File: src/sv/bba_pkg.sv
package bba_pkg;

    // fixed field widths
    localparam int WORD_BITS   = 64;
    localparam int BYTE_BITS   = 8;
    localparam int BIT_W       = 6;
    localparam int ID_W        = 32;
    localparam int MAPCNT_W    = 4;
    localparam int ACT_W       = 7;
    localparam int CFG_IDX_W   = 1;
    localparam int CFG_DATA_W  = 32;

    typedef logic [1:0] t_status;

    // result status codes
    localparam t_status ST_OK    = 2'd0;
    localparam t_status ST_FULL  = 2'd1;
    localparam t_status ST_RANGE = 2'd2;

    // request kinds
    localparam logic FN_ALLOC = 1'b0;
    localparam logic FN_FREE  = 1'b1;

    // configuration register indexes
    localparam logic [CFG_IDX_W-1:0] CFG_MAP_BLOCKS  = 1'd0;
    localparam logic [CFG_IDX_W-1:0] CFG_DATA_OFFSET = 1'd1;

    typedef struct packed {
        logic            func;
        logic [ID_W-1:0] free_id;
    } t_req;

    typedef struct packed {
        logic [ID_W-1:0] alloc_id;
        t_status         status;
    } t_result;

    // controller to datapath
    typedef struct packed {
        logic    clr_step;
        logic    load;
        logic    read;
        logic    modify;
        logic    emit;
        t_status emit_status;
    } t_cmd;

    // datapath to controller
    typedef struct packed {
        logic clr_last;
        logic is_free;
        logic alloc_hit;
        logic in_range;
        logic in_mem;
    } t_stat;

endpackage

File: src/sv/bba_ctrl.sv
module bba_ctrl (
    input  logic          i_clk,
    input  logic          i_rst_n,
    input  logic          i_start,
    input  bba_pkg::t_stat i_stat,
    output logic          o_busy,
    output bba_pkg::t_cmd  o_cmd
);
    import bba_pkg::*;

    localparam logic [1:0] S_CLEAR = 2'd0;
    localparam logic [1:0] S_IDLE  = 2'd1;
    localparam logic [1:0] S_LOOK  = 2'd2;
    localparam logic [1:0] S_MOD   = 2'd3;

    logic [1:0] r_state;
    logic [1:0] n_state;

    // state register
    always_ff @(posedge i_clk) begin
        if (!i_rst_n) begin
            r_state <= S_CLEAR;
        end else begin
            r_state <= n_state;
        end
    end

    // next state and commands
    always_comb begin
        n_state = r_state;
        o_cmd   = '0;
        unique case (r_state)
            S_CLEAR: begin
                o_cmd.clr_step = 1'b1;
                if (i_stat.clr_last) begin
                    n_state = S_IDLE;
                end
            end
            S_IDLE: begin
                if (i_start) begin
                    o_cmd.load = 1'b1;
                    n_state    = S_LOOK;
                end
            end
            S_LOOK: begin
                if (!i_stat.is_free) begin
                    if (i_stat.alloc_hit) begin
                        o_cmd.read = 1'b1;
                        n_state    = S_MOD;
                    end else begin
                        o_cmd.emit        = 1'b1;
                        o_cmd.emit_status = ST_FULL;
                        n_state           = S_IDLE;
                    end
                end else if (!i_stat.in_range) begin
                    o_cmd.emit        = 1'b1;
                    o_cmd.emit_status = ST_RANGE;
                    n_state           = S_IDLE;
                end else if (!i_stat.in_mem) begin
                    // in range but past the stored map: nothing to clear
                    o_cmd.emit        = 1'b1;
                    o_cmd.emit_status = ST_OK;
                    n_state           = S_IDLE;
                end else begin
                    o_cmd.read = 1'b1;
                    n_state    = S_MOD;
                end
            end
            S_MOD: begin
                o_cmd.modify = 1'b1;
                n_state      = S_IDLE;
            end
            default: begin
                n_state = S_CLEAR;
            end
        endcase
    end

    assign o_busy = (r_state != S_IDLE);

endmodule

File: config.mk
export PLATFORM = sky130hd
export DESIGN_NAME = bba_ctrl
export DESIGN_NICKNAME = d
export VERILOG_FILES = /design/src/sv/bba_pkg.sv /design/src/sv/bba_ctrl.sv
export SDC_FILE = /design/constraint.sdc
export NUM_CORES = 1
export LEC_CHECK = 0
export ABC_AREA = 1
export BUFFER_PORTS_ARGS = -buffer_cell sky130_fd_sc_hd__buf_2
export CORE_AREA = 2 2 39 41
export DETAILED_ROUTE_END_ITERATION = 16
export DIE_AREA = 0 0 41 43
export MAX_ROUTING_LAYER = met4
export PLACE_DENSITY = 0.41
export SYNTH_ARGS = -nofsm -noshare
export SYNTH_HDL_FRONTEND = slang
export SYNTH_SLANG_ARGS = --single-unit
File: constraint.sdc
create_clock -name i_clk -period 0.99 [get_ports i_clk]
set_input_delay 0.198 -clock i_clk [delete_from_list [all_inputs] [get_ports i_clk]]
set_output_delay 0.198 -clock i_clk [all_outputs]
set_load 0.005 [all_outputs]
==> out/metrics.cfg, run 1 <==
[route]
ant_nets=0
via_count=262
drtIter0Drc=3
avgRoutedWirePerCell_um=7.64
drc=0
drtPass1Iterations=4
drt_wl_total_um=558
viasPerCell=3.59

[worst_setup_path]
crit_type=reg2out
r2r-end=r_state[1]
rr_startpoint=r_state[0]
cp_slowest_cell=dfxtp_4
endpoint_kind=output port
critPathRequiredTime_ns=0.79
slowest_delay_ns=0.36
critical_path_peak_fanout=3
cp_data_arrival_time_ns=1.02
cp-start-kind=register
crit_chain=inv_4 > buf_4 > ha_4 > buf_6
ff2ff_setup_slack_ns=-0.15
rr_worst_depth=7

[clock_network]
clkSlewWorstSetupHoldPaths_ns=0.03
insertion_delay_ns=0.22
cts_buffers=3
clock_path_buffers=2
h-tree-depth=1
cts_root_buf=clkbuf_4
cts_tree=built
cts_sinks=2

[yosys]
synthAdderAreaFrac=0.226
synth_area_um2=221
synth_top_area_frac=0.226
seq_area_frac_synth=0.181
synth_xor_area_frac=0
synth-simple-area-share=0.282
synth_top_family_by_area=simple AND/OR/NAND/NOR gates
avgSynthCellArea_um2=6.33
synth.area.mux_share=0
synth_cells=35
ys.warnings.count=0
synth_top_cell_by_area=ha_1
syn-num-nets=47
synth_compound_area_frac=0.124
synth_cell_types=12
ys_ff_latch=2
synth.area.top_cells=ha_1, dfxtp_1, inv_1, nand2_1, a21oi_1

[die]
io_pins=16
die_w_um=41
row_count=14
die_h_um=43
initial_core_util=0.160
core_um2=1380
dieArea_um2=1760

[timing]
slew_violations=0
slew_headroom=0.907
max_freq_mhz=818
finalHoldViolCount=0
period_share=1.23
tns_ns=-1.83
timing.final.ws_setup_ns=-0.232
setup_viol=10
worstMarginPinSlew_ns=0.139
min_period_ns=1.22
whs_ns=0.212
skew_ns=0.00304
rsz0062_at_grt=true

[global_route]
grt_pass1_vias=249
antenna_found_initial=0
grt_pass1_wl_um=855
grt_usage=0.0769
gr-total-overflow=0
grt_max_degree=5

[worst_hold_path]
whs_endpoint=r_state[1]
hp-class=in2reg
whs_path_depth=3
min-delay-start=i_rst_n

[place]
place.detailed.hpwl_um=432
place_area_um2=344
place_congestion=0.606
post-place-ws_ns=-0.113
io_buffers=15

[cells_and_area]
largest_register_ffs=2
syn2layout_area_growth_pct=107
regArea_um2=47.5
reg_top3=r_state x2
top_register=r_state
design_area_um2=458
fin_util=0.331
final_cell_mix=buf_2, nand2_1, inv_1
fin_nets=71
mostFrequentLayoutCell=buf_2
multi_input_area_um2=199
n_fill_cell=152
layout-drive-gt1-share=0.719
diodes=0

[run_status]
status=finished, violations left
violations=negative setup slack

[power_and_ir_drop]
peakVddDrop_mv=0.320
pwr_density_cell_nw_per_um2=1030
p_leak_uw=0.000246

[run]
max-cap-violations=0

## how the worst max path moves through the flow
stage | start | endpoint | slack (ns)
after floorplan | r_state[0] | r_state[1] | -0.02
after global placement | r_state[0] | o_cmd[1] | -0.1
after detailed placement | r_state[0] | o_cmd[1] | -0.11
after CTS | r_state[0] | o_cmd[3] | -0.23
after global routing | r_state[0] | o_cmd[1] | -0.30
final | r_state[0] | o_cmd[6] | -0.23
## cell usage after synthesis
| master | n |
|---|---|
| a21oi_1 | 2 |
| nor3_1 | 1 |
| inv_2 | 2 |
| nand3_2 | 1 |
| a21oi_2 | 1 |
| inv_1 | 9 |
| nor2_1 | 2 |
| dfxtp_1 | 2 |
| ha_1 | 4 |
| nand2_2 | 1 |
| nand2_1 | 9 |
| o21ai_2 | 1 |
## critical path: cells and delay by family (launching register included)
family / cells / cell delay [ns]
buffers and inverters: 3 / 0.28
adder cells (fa/ha/maj): 1 / 0.16
flip-flops: 1 / 0.36
## area by class of cell
type / count / area share
sequential: 2 / 0.104
multi-input combinational: 22 / 0.434
tap: 16 / 0.0437
timing repair buffer: 19 / 0.257
inverter: 11 / 0.112
clock buffer: 3 / 0.0492
## cell families (layout without fill, tap and decap cells)
kind of cell,count (synthesis),in the layout
AO/OA/AOI/OAI,4,4
AND/OR/NAND/NOR,14,14
buffers and inverters,11,33
flip-flops,2,2
adder cells (fa/ha/maj),4,4
## what timing repair did
action	CTS	global route
hold buffers	0	0
hold endpoints to repair	0	0
pin swaps	4	1
setup endpoints to repair	10	10
resized for setup	14	5
buffers inserted	2	0
## where the power goes
group	internal (uW)	switching (uW)	total, uW
Combinational	104	89.4	194
Sequential	88.8	12.5	101
Clock	134	43.5	177
## routing by layer
layer / GRT usage / wire length, um / vias up
met5: - / 0 / -
met4: 0.0600 / 0 / 0
met3: 0.0314 / 55 / 0
met2: 0.109 / 276 / 13
met1: 0.0796 / 225 / 104
li1: - / - / 145
## per-stage QoR
| stage | power (uW) | instances |
|---|---|---|
| 6_report | 472 | 73 |
| 5_1_grt | 521 | 73 |
| 4_1_cts | 473 | 73 |
| 3_5_place_dp | 228 | 68 |
| 3_3_place_gp | 231 | 68 |
| 2_1_floorplan | 173 | 35 |
(Power assumes the default switching activity.)
==> inputs of run 2 (changes only) <==
==> constraint.sdc (replaced) <==
create_clock -name i_clk -period 0.99 [get_ports i_clk]
set_input_delay 0.0495 -clock i_clk [delete_from_list [all_inputs] [get_ports i_clk]]
set_output_delay 0.0495 -clock i_clk [all_outputs]
set_load 0.005 [all_outputs]
==> out/metrics.cfg, run 2 (synthesis results as in run 1) <==
[clock_network]
h-tree-depth=1  ; unchanged
cts_root_buf=clkbuf_4
cts_tree=built
clock_path_buffers=2  ; unchanged
insertion_delay_ns=0.22  ; about the same
cts_sinks=2  ; unchanged
post_cts_buffers=0  ; -2
clkSlewWorstSetupHoldPaths_ns=0.03  ; about the same
cts_buffers=3  ; unchanged

[timing]
whs_ns=0.0703  ; -0.142 ns
worstMarginPinSlew_ns=0.138  ; -0.000747 ns
period_share=1.10  ; -0.135
max_freq_mhz=919  ; +12%
slew_violations=0  ; unchanged
slew_headroom=0.907  ; about the same
rsz0062_at_grt=true
timing.final.ws_setup_ns=-0.0985  ; +0.134 ns
finalHoldViolCount=0  ; unchanged
skew_ns=0.00632  ; +0.00328 ns
min_period_ns=1.09  ; -0.134 ns
setup_viol=9  ; -1

[power_and_ir_drop]
pwr_density_cell_nw_per_um2=1020  ; -0.66%
p_total_uw=437  ; -7.4%
peakVddDrop_mv=0.816  ; +150%
p_leak_uw=0.000225  ; -8.4%

[cells_and_area]
top_register=r_state
mostFrequentLayoutCell=buf_2
reg_top3=r_state x2
syn2layout_area_growth_pct=92.7
layout-drive-gt1-share=0.709  ; -0.0102
multi_input_area_um2=189  ; -5.0%
diodes=0  ; unchanged
final_cell_mix=buf_2, nand2_1, inv_2, inv_1
fin_nets=69  ; -2.8%
largest_register_ffs=2  ; unchanged
n_fill_cell=157  ; +3.3%
design_area_um2=427  ; -6.8%
fin_cells=71  ; -2.7%
regArea_um2=45.0  ; -5.3%

[die]
initial_core_util=0.160  ; unchanged
die_w_um=41  ; unchanged
row_count=14  ; unchanged
core_um2=1380  ; unchanged
dieArea_um2=1760  ; unchanged
io_pins=16  ; unchanged
die_h_um=43  ; unchanged

[worst_setup_path]
cp_slowest_cell=dfxtp_4
path_buf_inv=2  ; -1
cp_common_cell=inv_2
cpLargestDelayFamily=flip-flops
cp-start-kind=register
critPathRequiredTime_ns=1.14  ; +0.35 ns
slowest_delay_ns=0.37  ; about the same
critical_path_peak_fanout=4  ; +1
crit_type=reg2reg
endpoint_kind=register
cp_data_arrival_time_ns=1.24  ; +0.22 ns
crit_chain=inv_2 > ha_2 > inv_2 > o21ai_4 > nor2_1 > nand2_1 > a21oi_2

[route]
viasPerCell=3.76  ; +4.8%
drtIter0Drc=0  ; -3
drc=0  ; unchanged
ant_nets=0  ; unchanged
drtPass1Iterations=1  ; -3
avgRoutedWirePerCell_um=7.97  ; +4.3%
drt_wl_total_um=566  ; +1.4%
via_count=267  ; +1.9%

[place]
place.detailed.hpwl_um=422  ; -2.4%
dp.cells=68  ; unchanged
place_area_um2=342  ; -0.73%
io_buffers=15  ; unchanged
post-place-ws_ns=-0.0607  ; +0.0520 ns
place_congestion=0.667  ; +10%

[run_status]
status=finished, violations left
violations=negative setup slack

[global_route]
grt_pass1_vias=215  ; -14%
antenna_found_initial=0  ; unchanged
grt_max_degree=5  ; unchanged
gr-total-overflow=0  ; unchanged
grt_usage=0.0697  ; -0.00718
grt_pass1_wl_um=793  ; -7.3%

[worst_hold_path]
hp-class=in2reg

[run]
max-cap-violations=0  ; unchanged

run 2: cell types whose count changed in the layout (fill, tap and decap cells not counted), sizes merged:
cell,before,now
buf,19,17
run 2: layout make-up:
cell class	instances	area share
well taps	16	0.0469
repair buffers	17	0.249
flip-flops and latches	2	0.106
clock buffers	3	0.0528
inverters	11	0.103
multi-input cells	22	0.443
run 2: metrics by stage:
stage          setup TNS [ns]   util
2_1_floorplan        -0.00532      -
5_1_grt                 -1.12  0.308
6_report               -0.508  0.308
3_5_place_dp          -0.0878  0.247
3_3_place_gp           -0.114  0.247
4_1_cts                -0.624  0.288
run 2: final timing paths:
path | from | to | slack (ns) | cells after the start
worst min register to register | r_state[0] | r_state[0] | 0.62 | 3
worst min-delay path | i_rst_n | r_state[1] | 0.07 | 3
worst max register to register | r_state[1] | r_state[1] | -0.1 | 7
worst max-delay path | r_state[1] | r_state[1] | -0.1 | 7
run 2: report_power, final:
group	internal, uW	total [uW]	switching (uW)
logic	75.8	161	84.8
registers	88.6	97.4	8.77
clock network	134	179	45.2
total	298	437	139
run 2: routing by layer:
| layer | share of wire | track usage | up-vias |
|---|---|---|---|
| li1 | - | - | 144 |
| met1 | 0.43 | 0.0796 | 108 |
| met2 | 0.43 | 0.0969 | 15 |
| met3 | 0.13 | 0.0314 | 0 |
| met4 | 0 | 0.0400 | 0 |
| met5 | 0 | - | - |
run 2: worst register-to-register path: stages, from the launching register on:
cell and delay, ns:
dfxtp_4 0.37, inv_2 0.05, ha_2 0.17, inv_2 0.10
o21ai_4 0.07, nor2_1 0.10, nand2_1 0.07, a21oi_2 0.11
run 2: timing repair:
item	in CTS	in global routing
pin swaps	3	0
endpoints found under the hold margin	0	0
gates resized for setup	8	6
endpoints found under the setup margin	9	10
hold buffers	0	0
==> inputs of run 3 (changes only) <==
Settings changed: CTS_CLUSTER_DIAMETER from default to 100, PLACE_DENSITY 0.41 to 0.4.
Clock period 0.99 ns to 1.3 ns, I/O delays scaled along.
==> out/metrics.cfg, run 3 (synthesis results as in run 1) <==
[timing]
finalHoldViolCount=0  ; unchanged
tns_ns=0  ; +0.508 ns
slew_violations=0  ; unchanged
period_share=0.929
setup_viol=0  ; -9
rsz0062_at_grt=false
whs_ns=0.0962  ; +0.0259 ns
skew_ns=0.000458  ; -0.00586 ns
min_period_ns=1.21
max_freq_mhz=828
slew_headroom=0.890  ; -0.0175
worstMarginPinSlew_ns=0.165  ; +0.0265 ns

[die]
io_pins=16  ; unchanged
dieArea_um2=1760  ; unchanged
core_um2=1380  ; unchanged
die_h_um=43  ; unchanged
initial_core_util=0.160  ; unchanged
die_w_um=41  ; unchanged
row_count=14  ; unchanged

[route]
avgRoutedWirePerCell_um=7.43  ; -6.7%
drtPass1Iterations=1  ; unchanged
drtIter0Drc=0  ; unchanged
drt_wl_total_um=513  ; -9.4%
ant_nets=0  ; unchanged
drc=0  ; unchanged
via_count=246  ; -7.9%
viasPerCell=3.57  ; -5.2%

[worst_setup_path]
crit_type=reg2out
crit_chain=inv_2 > ha_2 > inv_1 > nor3_1 > buf_2
cp-start-kind=register
critical_path_peak_fanout=4  ; unchanged
slowest_delay_ns=0.34  ; -0.03 ns
cp_data_arrival_time_ns=1.14  ; -0.10 ns
critPathRequiredTime_ns=1.24  ; +0.10 ns
endpoint_kind=output port
cp_slowest_cell=dfxtp_1

[clock_network]
h-tree-depth=1  ; unchanged
clock_path_buffers=2  ; unchanged
insertion_delay_ns=0.22  ; about the same
cts_root_buf=clkbuf_4
ctsHoldBuffers=0  ; unchanged
clkSlewWorstSetupHoldPaths_ns=0.03  ; about the same
cts_sinks=2  ; unchanged
cts_buffers=3  ; unchanged
cts_tree=built

[power_and_ir_drop]
pwr_density_cell_nw_per_um2=866  ; -15%
p_leak_uw=0.000210  ; -7.0%
p_total_uw=296  ; -32%
peakVddDrop_mv=0.379  ; -54%

[cells_and_area]
reg_top3=r_state x2
mostFrequentLayoutCell=buf_2
layout-drive-gt1-share=0.491  ; -0.219
syn2layout_area_growth_pct=54.2
fin_nets=67  ; -2.9%
final_cell_mix=buf_2, nand2_1, inv_1
n_fill_cell=171  ; +8.9%
top_register=r_state
largest_register_ffs=2  ; unchanged
regArea_um2=40.0  ; -11%
diodes=0  ; unchanged
multi_input_area_um2=143  ; -25%

[place]
place_congestion=0.701  ; +5.0%
io_buffers=15  ; unchanged
place.detailed.hpwl_um=433  ; +2.6%

[worst_hold_path]
hp-class=in2reg

[run]
max-cap-violations=0  ; unchanged

[run_status]
status=completed

[global_route]
grt_max_degree=5  ; unchanged
antenna_found_initial=0  ; unchanged
grt_pass1_vias=206  ; -4.2%
grt_pass1_wl_um=703  ; -11%
gr-total-overflow=0  ; unchanged
grt_usage=0.0667  ; -0.00301

run 3: cell types whose count changed in the layout (fill, tap and decap cells not counted), moves of 2 or more:
| cell | previous run | this run |
|---|---|---|
| inv_2 | 5 | 3 |
| inv_1 | 5 | 8 |
| ha_4 | 2 | 0 |
| ha_1 | 0 | 3 |
| buf_2 | 13 | 15 |
| dfxtp_1 | 0 | 2 |
| buf_6 | 3 | 0 |
run 3: per-stage QoR:
step	util	cells	worst slack, ns	instance area, um2
after floorplan	-	35	0.220	221
final	0.247	69	0.0926	342
after CTS	0.245	69	0.0391	339
after global placement	0.229	66	0.137	317
after global routing	0.247	69	0.00293	342
after detailed placement	0.229	66	0.118	317
run 3: power by group:
part	total (uW)	internal, uW	switching [uW]
clock	136	102	34.5
sequential	74.3	67.5	6.80
combinational	85.4	38.6	46.8
total	296	208	88.0
run 3: critical path: cells and delay by family (launching register included):
| kind | cells | cell delay (ns) |
|---|---|---|
| buf+inv | 3 | 0.26 |
| fa+ha+maj | 1 | 0.18 |
| simple gates | 1 | 0.14 |
| flops | 1 | 0.34 |
run 3: worst paths after layout:
check / cells after the start / slack (ns) / from / endpoint
max: 5 / 0.09 / r_state[0] / o_cmd[1]
max reg2reg: 7 / 0.15 / r_state[0] / r_state[1]
min: 3 / 0.1 / i_rst_n / r_state[1]
min reg2reg: 2 / 0.51 / r_state[0] / r_state[0]
run 3: layer usage:
| metal | share of wire | track usage | up-vias |
|---|---|---|---|
| met3 | 0.12 | 0.0157 | 0 |
| met2 | 0.48 | 0.0906 | 12 |
| met5 | 0 | - | - |
| li1 | - | - | 138 |
| met4 | 0 | 0.0800 | 0 |
| met1 | 0.40 | 0.0671 | 96 |
run 3: what timing repair did:
| item | in CTS | in global routing |
|---|---|---|
| setup endpoints to repair | 0 | 3 |
| resized for setup | 0 | 2 |
| setup buffers | 0 | 0 |
run 3: layout make-up:
cell class	count	area share
Multi-Input combinational cell	22	0.418
Timing Repair Buffer	15	0.220
Sequential cell	2	0.117
Inverter	11	0.121
Tap cell	16	0.0586
Clock buffer	3	0.0659
